File: src/design/sspl_pkg.sv
package sspl_pkg;

    localparam int CAPACITY_DEF = 32;
    localparam int MAX_RESULTS  = 32;
    localparam logic [7:0] KING_CODE = 8'd75;

    typedef enum logic [1:0] {
        MODE_INSERT = 2'd0,
        MODE_REMOVE = 2'd1,
        MODE_READ   = 2'd2,
        MODE_NONE   = 2'd3
    } t_mode;

    typedef enum logic [1:0] {
        ST_OK      = 2'd0,
        ST_EMPTY   = 2'd1,
        ST_MISSING = 2'd2,
        ST_FULL    = 2'd3
    } t_status;

    typedef enum logic [1:0] {
        S_IDLE,
        S_CMP,
        S_APPLY,
        S_READ
    } t_state;

    typedef enum logic [2:0] {
        CELL_HOLD,
        CELL_CMP,
        CELL_INS,
        CELL_REM,
        CELL_ROT
    } t_cell_op;

    typedef struct packed {
        logic [2:0] row;
        logic [2:0] col;
        logic [7:0] kind;
        logic       side;
    } t_entry;

    typedef struct packed {
        t_cell_op   op;
        t_entry     entry;
        logic [5:0] key;
    } t_cell_ctl;

endpackage

File: src/design/sspl_cell.sv
module sspl_cell (
    input  logic               i_clk,
    input  logic               i_rst_n,
    input  sspl_pkg::t_cell_ctl i_ctl,
    input  sspl_pkg::t_entry   i_left_q,
    input  logic               i_left_occ,
    input  logic               i_left_le,
    input  sspl_pkg::t_entry   i_right_q,
    input  logic               i_right_occ,
    input  sspl_pkg::t_entry   i_head_q,
    output sspl_pkg::t_entry   o_q,
    output logic               o_occ,
    output logic               o_le,
    output logic               o_eq
);
    import sspl_pkg::*;

    t_entry     r_q, n_q;
    logic       r_occ, n_occ;
    logic       r_le, r_ge, r_eq;
    logic       n_le, n_ge, n_eq;
    logic [5:0] key;

    assign key = {r_q.row, r_q.col};

    always_comb begin
        n_q   = r_q;
        n_occ = r_occ;
        n_le  = r_le;
        n_ge  = r_ge;
        n_eq  = r_eq;
        case (i_ctl.op)
            CELL_CMP: begin
                n_le = r_occ && (key <= i_ctl.key);
                n_ge = r_occ && (key >= i_ctl.key);
                n_eq = r_occ && (key == i_ctl.key);
            end
            CELL_INS: begin
                if (!r_le) begin
                    if (i_left_le) begin
                        n_q   = i_ctl.entry;
                        n_occ = 1'b1;
                    end else begin
                        n_q   = i_left_q;
                        n_occ = i_left_occ;
                    end
                end
            end
            CELL_REM: begin
                if (r_ge) begin
                    n_q   = i_right_q;
                    n_occ = i_right_occ;
                end
            end
            CELL_ROT: begin
                n_q = i_right_occ ? i_right_q : i_head_q;
            end
            default: begin
            end
        endcase
    end

    always_ff @(posedge i_clk) begin
        if (!i_rst_n) begin
            r_occ <= 1'b0;
            r_le  <= 1'b0;
            r_ge  <= 1'b0;
            r_eq  <= 1'b0;
        end else begin
            r_occ <= n_occ;
            r_le  <= n_le;
            r_ge  <= n_ge;
            r_eq  <= n_eq;
        end
    end

    always_ff @(posedge i_clk) begin
        r_q <= n_q;
    end

    assign o_q   = r_q;
    assign o_occ = r_occ;
    assign o_le  = r_le;
    assign o_eq  = r_eq;

endmodule

File: src/design/sorted_square_piece_list.sv
// channel   direction  handshake          payload
// request   in         i_valid / o_stall  i_mode i_row i_col i_kind i_side
// result    out        o_valid / i_stall  o_status o_out_* o_last o_*_king_*
//
// Insert, remove: accept, compare in every cell, then shift the chain.
// Readout: accept and compare, then the chain rotates once per held entry, emitting at most MAX_RESULTS of them.
// Synchronous active-low reset empties the list and clears both king records.
// A stalled result holds the next request in its apply step, or the readout in place.
module sorted_square_piece_list #(
    parameter int CAPACITY = sspl_pkg::CAPACITY_DEF
) (
    input  logic       i_clk,
    input  logic       i_rst_n,
    input  logic       i_valid,
    output logic       o_stall,
    input  logic [1:0] i_mode,
    input  logic [2:0] i_row,
    input  logic [2:0] i_col,
    input  logic [7:0] i_kind,
    input  logic       i_side,
    output logic       o_valid,
    input  logic       i_stall,
    output logic [1:0] o_status,
    output logic       o_out_valid,
    output logic [2:0] o_out_row,
    output logic [2:0] o_out_col,
    output logic [7:0] o_out_kind,
    output logic       o_out_side,
    output logic       o_last,
    output logic       o_cpu_king_valid,
    output logic [5:0] o_cpu_king_square,
    output logic       o_human_king_valid,
    output logic [5:0] o_human_king_square
);
    import sspl_pkg::*;

    localparam int CW  = $clog2(CAPACITY + 1);
    localparam int LIM = (MAX_RESULTS > CAPACITY) ? CAPACITY : MAX_RESULTS;
    localparam logic [CW-1:0] CAP_W = CW'(CAPACITY);
    localparam logic [CW-1:0] LIM_W = CW'(LIM);

    t_state        r_state, n_state;
    t_mode         r_mode;
    t_entry        r_req;
    logic [CW-1:0] r_fill, n_fill;
    logic [CW-1:0] r_step, n_step;
    logic [1:0]    r_king_known, n_king_known;
    logic [5:0]    r_king_sq [2];
    logic [5:0]    n_king_sq [2];

    logic          r_o_valid, n_o_valid;
    t_status       r_o_status, n_o_status;
    logic          r_o_out_valid, n_o_out_valid;
    t_entry        r_o_entry, n_o_entry;
    logic          r_o_last, n_o_last;
    logic [1:0]    r_o_king_known, n_o_king_known;
    logic [5:0]    r_o_king_sq [2];
    logic [5:0]    n_o_king_sq [2];

    t_cell_ctl     cell_ctl;
    t_entry        cell_q [CAPACITY];
    logic [CAPACITY-1:0] occ, le, eq;

    logic          out_free, full, empty, found, is_king;
    logic          emit_step, advance;
    logic [CW-1:0] read_n;

    assign out_free  = !r_o_valid || !i_stall;
    assign full      = (r_fill == CAP_W);
    assign empty     = (r_fill == '0);
    assign found     = |eq;
    assign is_king   = (r_req.kind == KING_CODE);
    assign read_n    = (r_fill > LIM_W) ? LIM_W : r_fill;
    assign emit_step = (r_step < LIM_W);
    assign advance   = emit_step ? out_free : 1'b1;

    genvar g;
    generate
        for (g = 0; g < CAPACITY; g++) begin : g_cell
            t_entry left_q, right_q;
            logic   left_occ, left_le, right_occ;
            if (g == 0) begin : g_head
                assign left_q   = '0;
                assign left_occ = 1'b0;
                assign left_le  = 1'b1;
            end else begin : g_body
                assign left_q   = cell_q[g-1];
                assign left_occ = occ[g-1];
                assign left_le  = le[g-1];
            end
            if (g == CAPACITY - 1) begin : g_tail
                assign right_q   = cell_q[g];
                assign right_occ = 1'b0;
            end else begin : g_mid
                assign right_q   = cell_q[g+1];
                assign right_occ = occ[g+1];
            end
            sspl_cell u_cell (
                .i_clk       (i_clk),
                .i_rst_n     (i_rst_n),
                .i_ctl       (cell_ctl),
                .i_left_q    (left_q),
                .i_left_occ  (left_occ),
                .i_left_le   (left_le),
                .i_right_q   (right_q),
                .i_right_occ (right_occ),
                .i_head_q    (cell_q[0]),
                .o_q         (cell_q[g]),
                .o_occ       (occ[g]),
                .o_le        (le[g]),
                .o_eq        (eq[g])
            );
        end
    endgenerate

    always_comb begin
        n_state = r_state;
        case (r_state)
            S_IDLE: begin
                if (i_valid) n_state = S_CMP;
            end
            S_CMP: begin
                n_state = (r_mode == MODE_NONE) ? S_IDLE : S_APPLY;
            end
            S_APPLY: begin
                if (out_free) n_state = (r_mode == MODE_READ && !empty) ? S_READ : S_IDLE;
            end
            S_READ: begin
                if (advance && r_step == r_fill - CW'(1)) n_state = S_IDLE;
            end
            default: n_state = S_IDLE;
        endcase
    end

    always_comb begin
        cell_ctl.op    = CELL_HOLD;
        cell_ctl.entry = r_req;
        cell_ctl.key   = {r_req.row, r_req.col};
        n_fill         = r_fill;
        n_step         = r_step;
        n_king_known   = r_king_known;
        n_king_sq      = r_king_sq;
        n_o_valid      = r_o_valid && i_stall;
        n_o_status     = r_o_status;
        n_o_out_valid  = r_o_out_valid;
        n_o_entry      = r_o_entry;
        n_o_last       = r_o_last;
        case (r_state)
            S_CMP: begin
                cell_ctl.op = CELL_CMP;
            end
            S_APPLY: begin
                if (out_free) begin
                    n_step = '0;
                    if (!(r_mode == MODE_READ && !empty)) begin
                        n_o_valid     = 1'b1;
                        n_o_status    = ST_OK;
                        n_o_out_valid = 1'b0;
                        n_o_entry     = '0;
                        n_o_last      = 1'b1;
                    end
                    case (r_mode)
                        MODE_INSERT: begin
                            if (full) begin
                                n_o_status = ST_FULL;
                            end else begin
                                cell_ctl.op = CELL_INS;
                                n_fill      = r_fill + CW'(1);
                                if (is_king) begin
                                    n_king_known[r_req.side] = 1'b1;
                                    n_king_sq[r_req.side]    = {r_req.row, r_req.col};
                                end
                            end
                        end
                        MODE_REMOVE: begin
                            if (empty) begin
                                n_o_status = ST_EMPTY;
                            end else begin
                                if (is_king) begin
                                    n_king_known[r_req.side] = 1'b0;
                                    n_king_sq[r_req.side]    = '0;
                                end
                                if (!found) begin
                                    n_o_status = ST_MISSING;
                                end else begin
                                    cell_ctl.op = CELL_REM;
                                    n_fill      = r_fill - CW'(1);
                                end
                            end
                        end
                        default: begin
                        end
                    endcase
                end
            end
            S_READ: begin
                if (advance) begin
                    cell_ctl.op = CELL_ROT;
                    n_step      = r_step + CW'(1);
                    if (emit_step) begin
                        n_o_valid     = 1'b1;
                        n_o_status    = ST_OK;
                        n_o_out_valid = 1'b1;
                        n_o_entry     = cell_q[0];
                        n_o_last      = (r_step == read_n - CW'(1));
                    end
                end
            end
            default: begin
            end
        endcase
        n_o_king_known = n_king_known;
        n_o_king_sq    = n_king_sq;
    end

    always_ff @(posedge i_clk) begin
        if (!i_rst_n) begin
            r_state      <= S_IDLE;
            r_fill       <= '0;
            r_step       <= '0;
            r_king_known <= '0;
            r_king_sq[0] <= '0;
            r_king_sq[1] <= '0;
            r_o_valid    <= 1'b0;
        end else begin
            r_state      <= n_state;
            r_fill       <= n_fill;
            r_step       <= n_step;
            r_king_known <= n_king_known;
            r_king_sq    <= n_king_sq;
            r_o_valid    <= n_o_valid;
        end
    end

    always_ff @(posedge i_clk) begin
        if (r_state == S_IDLE && i_valid) begin
            r_mode <= t_mode'(i_mode);
            r_req  <= '{row: i_row, col: i_col, kind: i_kind, side: i_side};
        end
        r_o_status     <= n_o_status;
        r_o_out_valid  <= n_o_out_valid;
        r_o_entry      <= n_o_entry;
        r_o_last       <= n_o_last;
        r_o_king_known <= n_o_king_known;
        r_o_king_sq    <= n_o_king_sq;
    end

    assign o_stall             = (r_state != S_IDLE);
    assign o_valid             = r_o_valid;
    assign o_status            = r_o_status;
    assign o_out_valid         = r_o_out_valid;
    assign o_out_row           = r_o_entry.row;
    assign o_out_col           = r_o_entry.col;
    assign o_out_kind          = r_o_entry.kind;
    assign o_out_side          = r_o_entry.side;
    assign o_last              = r_o_last;
    assign o_cpu_king_valid    = r_o_king_known[1];
    assign o_cpu_king_square   = r_o_king_sq[1];
    assign o_human_king_valid  = r_o_king_known[0];
    assign o_human_king_square = r_o_king_sq[0];

endmodule

File: config.mk
export PLATFORM = sky130hd
export DESIGN_NAME = sorted_square_piece_list
export DESIGN_NICKNAME = d
export VERILOG_FILES = /design/src/design/sspl_pkg.sv /design/src/design/sspl_cell.sv /design/src/design/sorted_square_piece_list.sv
export SDC_FILE = /design/constraint.sdc
export NUM_CORES = 2
export LEC_CHECK = 0
export BUFFER_PORTS_ARGS = -buffer_cell sky130_fd_sc_hd__buf_4
export CAP_MARGIN = 20
export CORE_ASPECT_RATIO = 0.5
export CORE_MARGIN = 1.5
export CORE_UTILIZATION = 46
export DETAILED_ROUTE_END_ITERATION = 10
export GPL_ROUTABILITY_DRIVEN = 0
export MAX_ROUTING_LAYER = met4
export PLACE_DENSITY = 0.67
export SYNTH_ARGS = -nofsm -noshare
export SYNTH_HDL_FRONTEND = slang
export SYNTH_SLANG_ARGS = --single-unit
File: constraint.sdc
create_clock -name i_clk -period 4.78 [get_ports i_clk]
set_input_delay 1.434 -clock i_clk [delete_from_list [all_inputs] [get_ports i_clk]]
set_output_delay 1.434 -clock i_clk [all_outputs]
set_load 0.005 [all_outputs]
# Word-level counts from Yosys, hierarchy flattened
# Cells that the tools add are included.
[word_totals] word_cells=1017 regBits=687 output_inout_bits=35 inputBits=21
[classes] addsub=4 n_mux=354 reduce_logical=185 eq_ne=120 bitwise=6 n_lt_le_gt_ge=70
[op_table] operator="two-way mux 15 bit" count=129
[op_table] operator="one-hot mux 15 bit (3 select lines)" count=31
[op_table] operator="== test 6 bit" count=34
[op_table] operator="greater-or-equal comparator 6 bit" count=32
[op_table] operator="less-or-equal comparator 6 bit" count=32
[op_table] operator="AND reduction 3 bit" count=64
[op_table] operator="two-way mux 1 bit" count=109
[op_table] operator="logical AND 1 bit" count=102
[op_table] operator="!= test 2 bit (second input constant)" count=41
[op_table] operator="two-way mux 12 bit" count=6
[op_table] operator="one-hot mux 1 bit (2 select lines)" count=35
[op_table] operator="!= test 2 x 1 -> 1 bit (second input constant)" count=33
[op_table] operator="one-hot mux 15 bit (2 select lines)" count=2
[op_table] operator="two-way mux 2 bit" count=22
[op_table] operator="two-way mux 6 bit" count=7
[op_table] operator="OR reduction 32 bit" count=1
[op_table] operator="one-hot mux 12 bit (2 select lines)" count=1
[op_table] operator="one-hot mux 6 bit (2 select lines)" count=2
[op_table] operator="one-hot mux 2 bit (2 select lines)" count=4
[op_table] operator="adder 6 x 1 -> 6 bit (second input constant)" count=2
[op_table] operator="bitwise AND 12 bit" count=1
[op_table] operator="bitwise mux 12 bit" count=1
[op_table] operator="NOT 12 bit" count=1
[op_table] operator="subtractor 6 x 1 -> 6 bit (second input constant)" count=2
[op_table] operator="other kinds (32)" count=45

# Depth between registers and ports, before layout
[depth] depth_word=12 ltp_mapped=11 mapped_depth_nobuf=10

# Modules after synthesis
# From an unflattened synthesis, not the netlist that was laid out.
[hier_totals] hier_cells=4046 hier_area_um2=44501.4
[modules_own_cells] module="sspl_cell (g_cell[0].u_cell ...)" n_inst=31 seq_area_each_um2=530.5 cells_each=116 area_per_inst_um2=1278.7
[modules_own_cells] module="sorted_square_piece_list" n_inst=1 seq_area_each_um2=1941.9 cells_each=333 area_per_inst_um2=3593.4
[modules_own_cells] module="sspl_cell (g_cell[4].u_cell)" n_inst=1 seq_area_each_um2=530.5 cells_each=117 area_per_inst_um2=1267.5

# Worst setup path after synthesis
# OpenSTA, ideal clock, no wires.
[synth_timing] kind="input to register" start="input port i_stall" end="register g_cell[0].u_cell.r_q (netlist bit g_cell[0].u_cell.o_q[0]) (enable)" required_ps=4343 arrival_time_ps=4251 stages=8 slack_ps=92 n_path_buf=3 cell_sequence="and2_1 > clkbuf_1 > a2111oi_4 > o21ai_2 > buf_6 > buf_4 > nor2_1 > a2111oi_1"
[synth_between] elab_chain_len=8 word_cells_on_any_way=14 cone_classes="6 x eq/ne; 4 x mux; 4 x reduce/logical"
[synth_rtl] item="start: declaration" line_no="sorted_square_piece_list.sv:22" rtl="input logic i_stall,"
[synth_rtl] item="zero test 1 bit *" line_no="sorted_square_piece_list.sv:68" rtl="assign out_free = !r_o_valid || !i_stall;"
[synth_rtl] item="logical OR 1 bit *" line_no="sorted_square_piece_list.sv:68"
[synth_rtl] item="two-way mux 1 bit" line_no="sorted_square_piece_list.sv:75" rtl="assign advance = emit_step ? out_free : 1'b1;"
[synth_rtl] item="two-way mux 3 bit" line_no="sorted_square_piece_list.sv:197" rtl="if (advance) begin"
[synth_rtl] item="one-hot mux 3 bit (3 select lines) *" line_no="sorted_square_piece_list.sv:148" rtl="case (r_state)"
[synth_rtl] item="== test 3 x 2 -> 1 bit or == test 3 bit (tied branches)" line_no="sspl_cell.sv:32" rtl="case (i_ctl.op)"
[synth_rtl] item="!= test 2 x 1 -> 1 bit (no source line), or another cell as far along"
[synth_rtl] item="AND reduction 4 bit (no source line) *"
[synth_rtl] item="end signal: assignment" line_no="sspl_cell.sv:78" rtl="r_q <= n_q;"
[synth_rtl] item="end: declaration" line_no="sspl_cell.sv:18" rtl="t_entry r_q, n_q;"
# Every way passes the cells marked *; elsewhere a longest branch is shown, timed or not.
# A chain may end at the register's enable or synchronous reset.

==> results.toml <==
[pwr]
peakVddDrop_v = 0.000273
p_leak_nw = 17.7
p_per_area_nw_per_um2 = 367

[synthesis]
yosysTopAreaCell = "edfxtp_1"
synth_most_common_cell = "nor2_1"
synth_top_cell_area_share_pct = 37.7
synth_area_leaders = "edfxtp_1 (38%), a221o_1 (12%), mux2_2 (12%)"
synth_commonest_cells = "nor2_1 (557), edfxtp_1 (516), a221o_1 (499)"
yosys_warnings = 0
synth_edf_count = 516
postSynthCellCount = 3776
synth_nets = 3993
synth.distinct_cells = 63
synth-seq-cells = 687
synth_async_sr_flop_share_pct = 0
yosys_most_used_dff = "edfxtp_1"
synth_area_sq_um = 41100
avgSynthCellArea_sq_um = 10.9
synth_seq_area_share_pct = 46.1

[routing]
drc = 0
drt_iter0_markers = 4967
routed_wl_microns = 134000
dr_total_vias = 33045
routedWlPerCell_microns = 27.5
ant_nets = 0
drtPass1Iterations = 8
viasPerCell = 6.80

[placement]
io_buffers = 55
dpl.hpwl_microns = 86200

[timing]
drv_slew = 0
finalSetupTns_ns = 0
max_freq_ghz = 0.272
fin_skew_ns = 0.0214
min_period_ns = 3.68
final.period_utilization_pct = 76.9
hold_ws_ns = 0.464
worst_pin_slew_ns = 1.19
setup_violations = 0
rsz0062_at_grt = "false"
maxSlewHeadroom_pct = 20.5
hold_violations = 0

[floorplan]
num_rows = 77
fp.dieW_microns = 426
start_util_pct = 46.5
dieArea_sq_um = 91200
core_region_area_sq_um = 88300
die_h_microns = 214
ioPinCount = 56

[global_route]
grt_pass1_wl_microns = 201000
grt_pass1_vias = 31521
antenna_found_initial = 3
overflow = 0
grt_max_degree = 173
grt.total_usage_pct = 29.3

[cells_and_area]
drive_above_1_share_pct = 20.5
syn_to_final_growth_pct = 8.65
fin_nets = 3834

[worst_setup_path]
timing.critical_path.arrival_ns = 4.05
crit_path_start_kind = "register"
critical_path_required_ns = 5.16
worst-path-max-fanout = 28
critPathCaptureType = "register"
crit_type = "reg -> reg"

[clocking]
hold_buffers = 0
cts_tree = "done"
cts_buffers = 69
clk_latency_ns = 0.64
clock_path_buffers = 3
path_clk_slew_ns = 0.06
cts_sinks = 687
cts-root-buf = "clkbuf_16"
htreeDepth = 3
post_cts_resized = 0
post_cts_buffers = 0

[run_status]
status = "finished clean"

[run]
cap_violations = 0

[min_path]
hold_path.class = "reg -> reg"
[worst max-delay path: stages (launching register included)]
cell and delay [ns]:
dfxtp_1 0.41, inv_1 0.14, ha_1 0.28, nor4b_4 0.59
a2111oi_4 0.16, buf_4 0.19, o21ai_4 0.37, buf_12 0.30
o21ai_1 0.30, buf_6 0.26, a221o_1 0.36
[sequential cells by signal, summed over array words and instances, names as in the netlist, 3 cells and up]
register,flops
g_cell.u_cell.o_occ,32
g_cell.u_cell.r_ge,32
g_cell.u_cell.o_le,32
o_out_kind,8
r_king_sq,12
g_cell.u_cell.o_eq,32
cell_ctl,15
o_human_king_square,6
o_out_col,3
o_cpu_king_square,6
o_out_row,3
r_step,6
r_fill,6
g_cell.u_cell.o_q,480
[final timing paths]
check	slack, ns	start	cells past startpoint	to
max	1.10	r_fill[0]	10	g_cell[2].u_cell.o_q[1]
min	0.46	r_king_sq[3]	1	o_cpu_king_square[3]
max reg2reg	1.10	r_fill[0]	10	g_cell[2].u_cell.o_q[1]
min reg2reg	0.46	r_king_sq[3]	1	o_cpu_king_square[3]
[cell usage in the layout, fill, tap and decap left out, drive strengths merged, types with 12 or more instances in the layout]
master,synthesis,final
a221o,499,499
and4,19,19
mux2,434,434
a21oi,56,56
xnor2,12,12
inv,107,111
nand3,52,52
nor2b,20,20
clkbuf,277,93
o31ai,13,13
edfxtp,516,516
a41oi,20,20
mux2i,19,19
nor2,558,558
o21ai,207,207
a211oi,35,35
and2,18,18
nand2,148,148
clkinv,1,24
a22o,12,12
ha,196,196
and3,19,19
a21o,84,84
nand4,50,50
buf,104,150
o211ai,32,32
o211a,32,32
dfxtp,171,171
[power breakdown]
| part | switching [mW] | internal [mW] | total, mW | leakage [nW] |
|---|---|---|---|---|
| registers | 0.649 | 7.06 | 7.71 | 6.07 |
| logic | 1.71 | 1.56 | 3.27 | 10.6 |
| clock network | 2.44 | 2.95 | 5.40 | 1.06 |
| total | 4.80 | 11.6 | 16.4 | 17.7 |
[routing by layer]
metal  routed length (microns)  track usage [%]  vias up
met5                         0                -        -
li1                          -                -    14294
met2                     58000             42.5     2094
met1                     55800             40.6    16347
met3                     15600             7.04      310
met4                      4180             8.73        0
[per-stage QoR]
step                power [mW]  area, sq um  instances  worst slack (ns)  utilization, %
floorplan                 9.87        41100       3776            0.0916               -
global placement          10.8        42400       4724             0.732            48.0
detailed placement        11.0        42400       4725             0.655            48.0
CTS                       16.3        44500       4848              1.13            50.4
global route              16.9        44600       4856              1.00            50.5
finish                    16.4        44600       4856              1.10            50.5
[cells by family after synthesis]
logic type,after synthesis,share of synthesized area (%)
buffers and inverters,489,4.82
multiplexers,453,12.4
XOR/XNOR,18,0.384
AND/OR/NAND/NOR,917,9.69
adder cells (fa/ha/maj),196,5.97
flip-flops,687,46.1
AO/OA/AOI/OAI,1016,20.7
[final cells by class]
cell class	instances	area, sq um
antenna	2	5.00
clock buffer	92	1930
clock inverter	31	208
fill	7628	43700
inverter	108	405
multi-input combinational	2600	20400
sequential	687	18900
tap	1185	1480
timing repair buffer	151	1290
(Power assumes the default switching activity.)
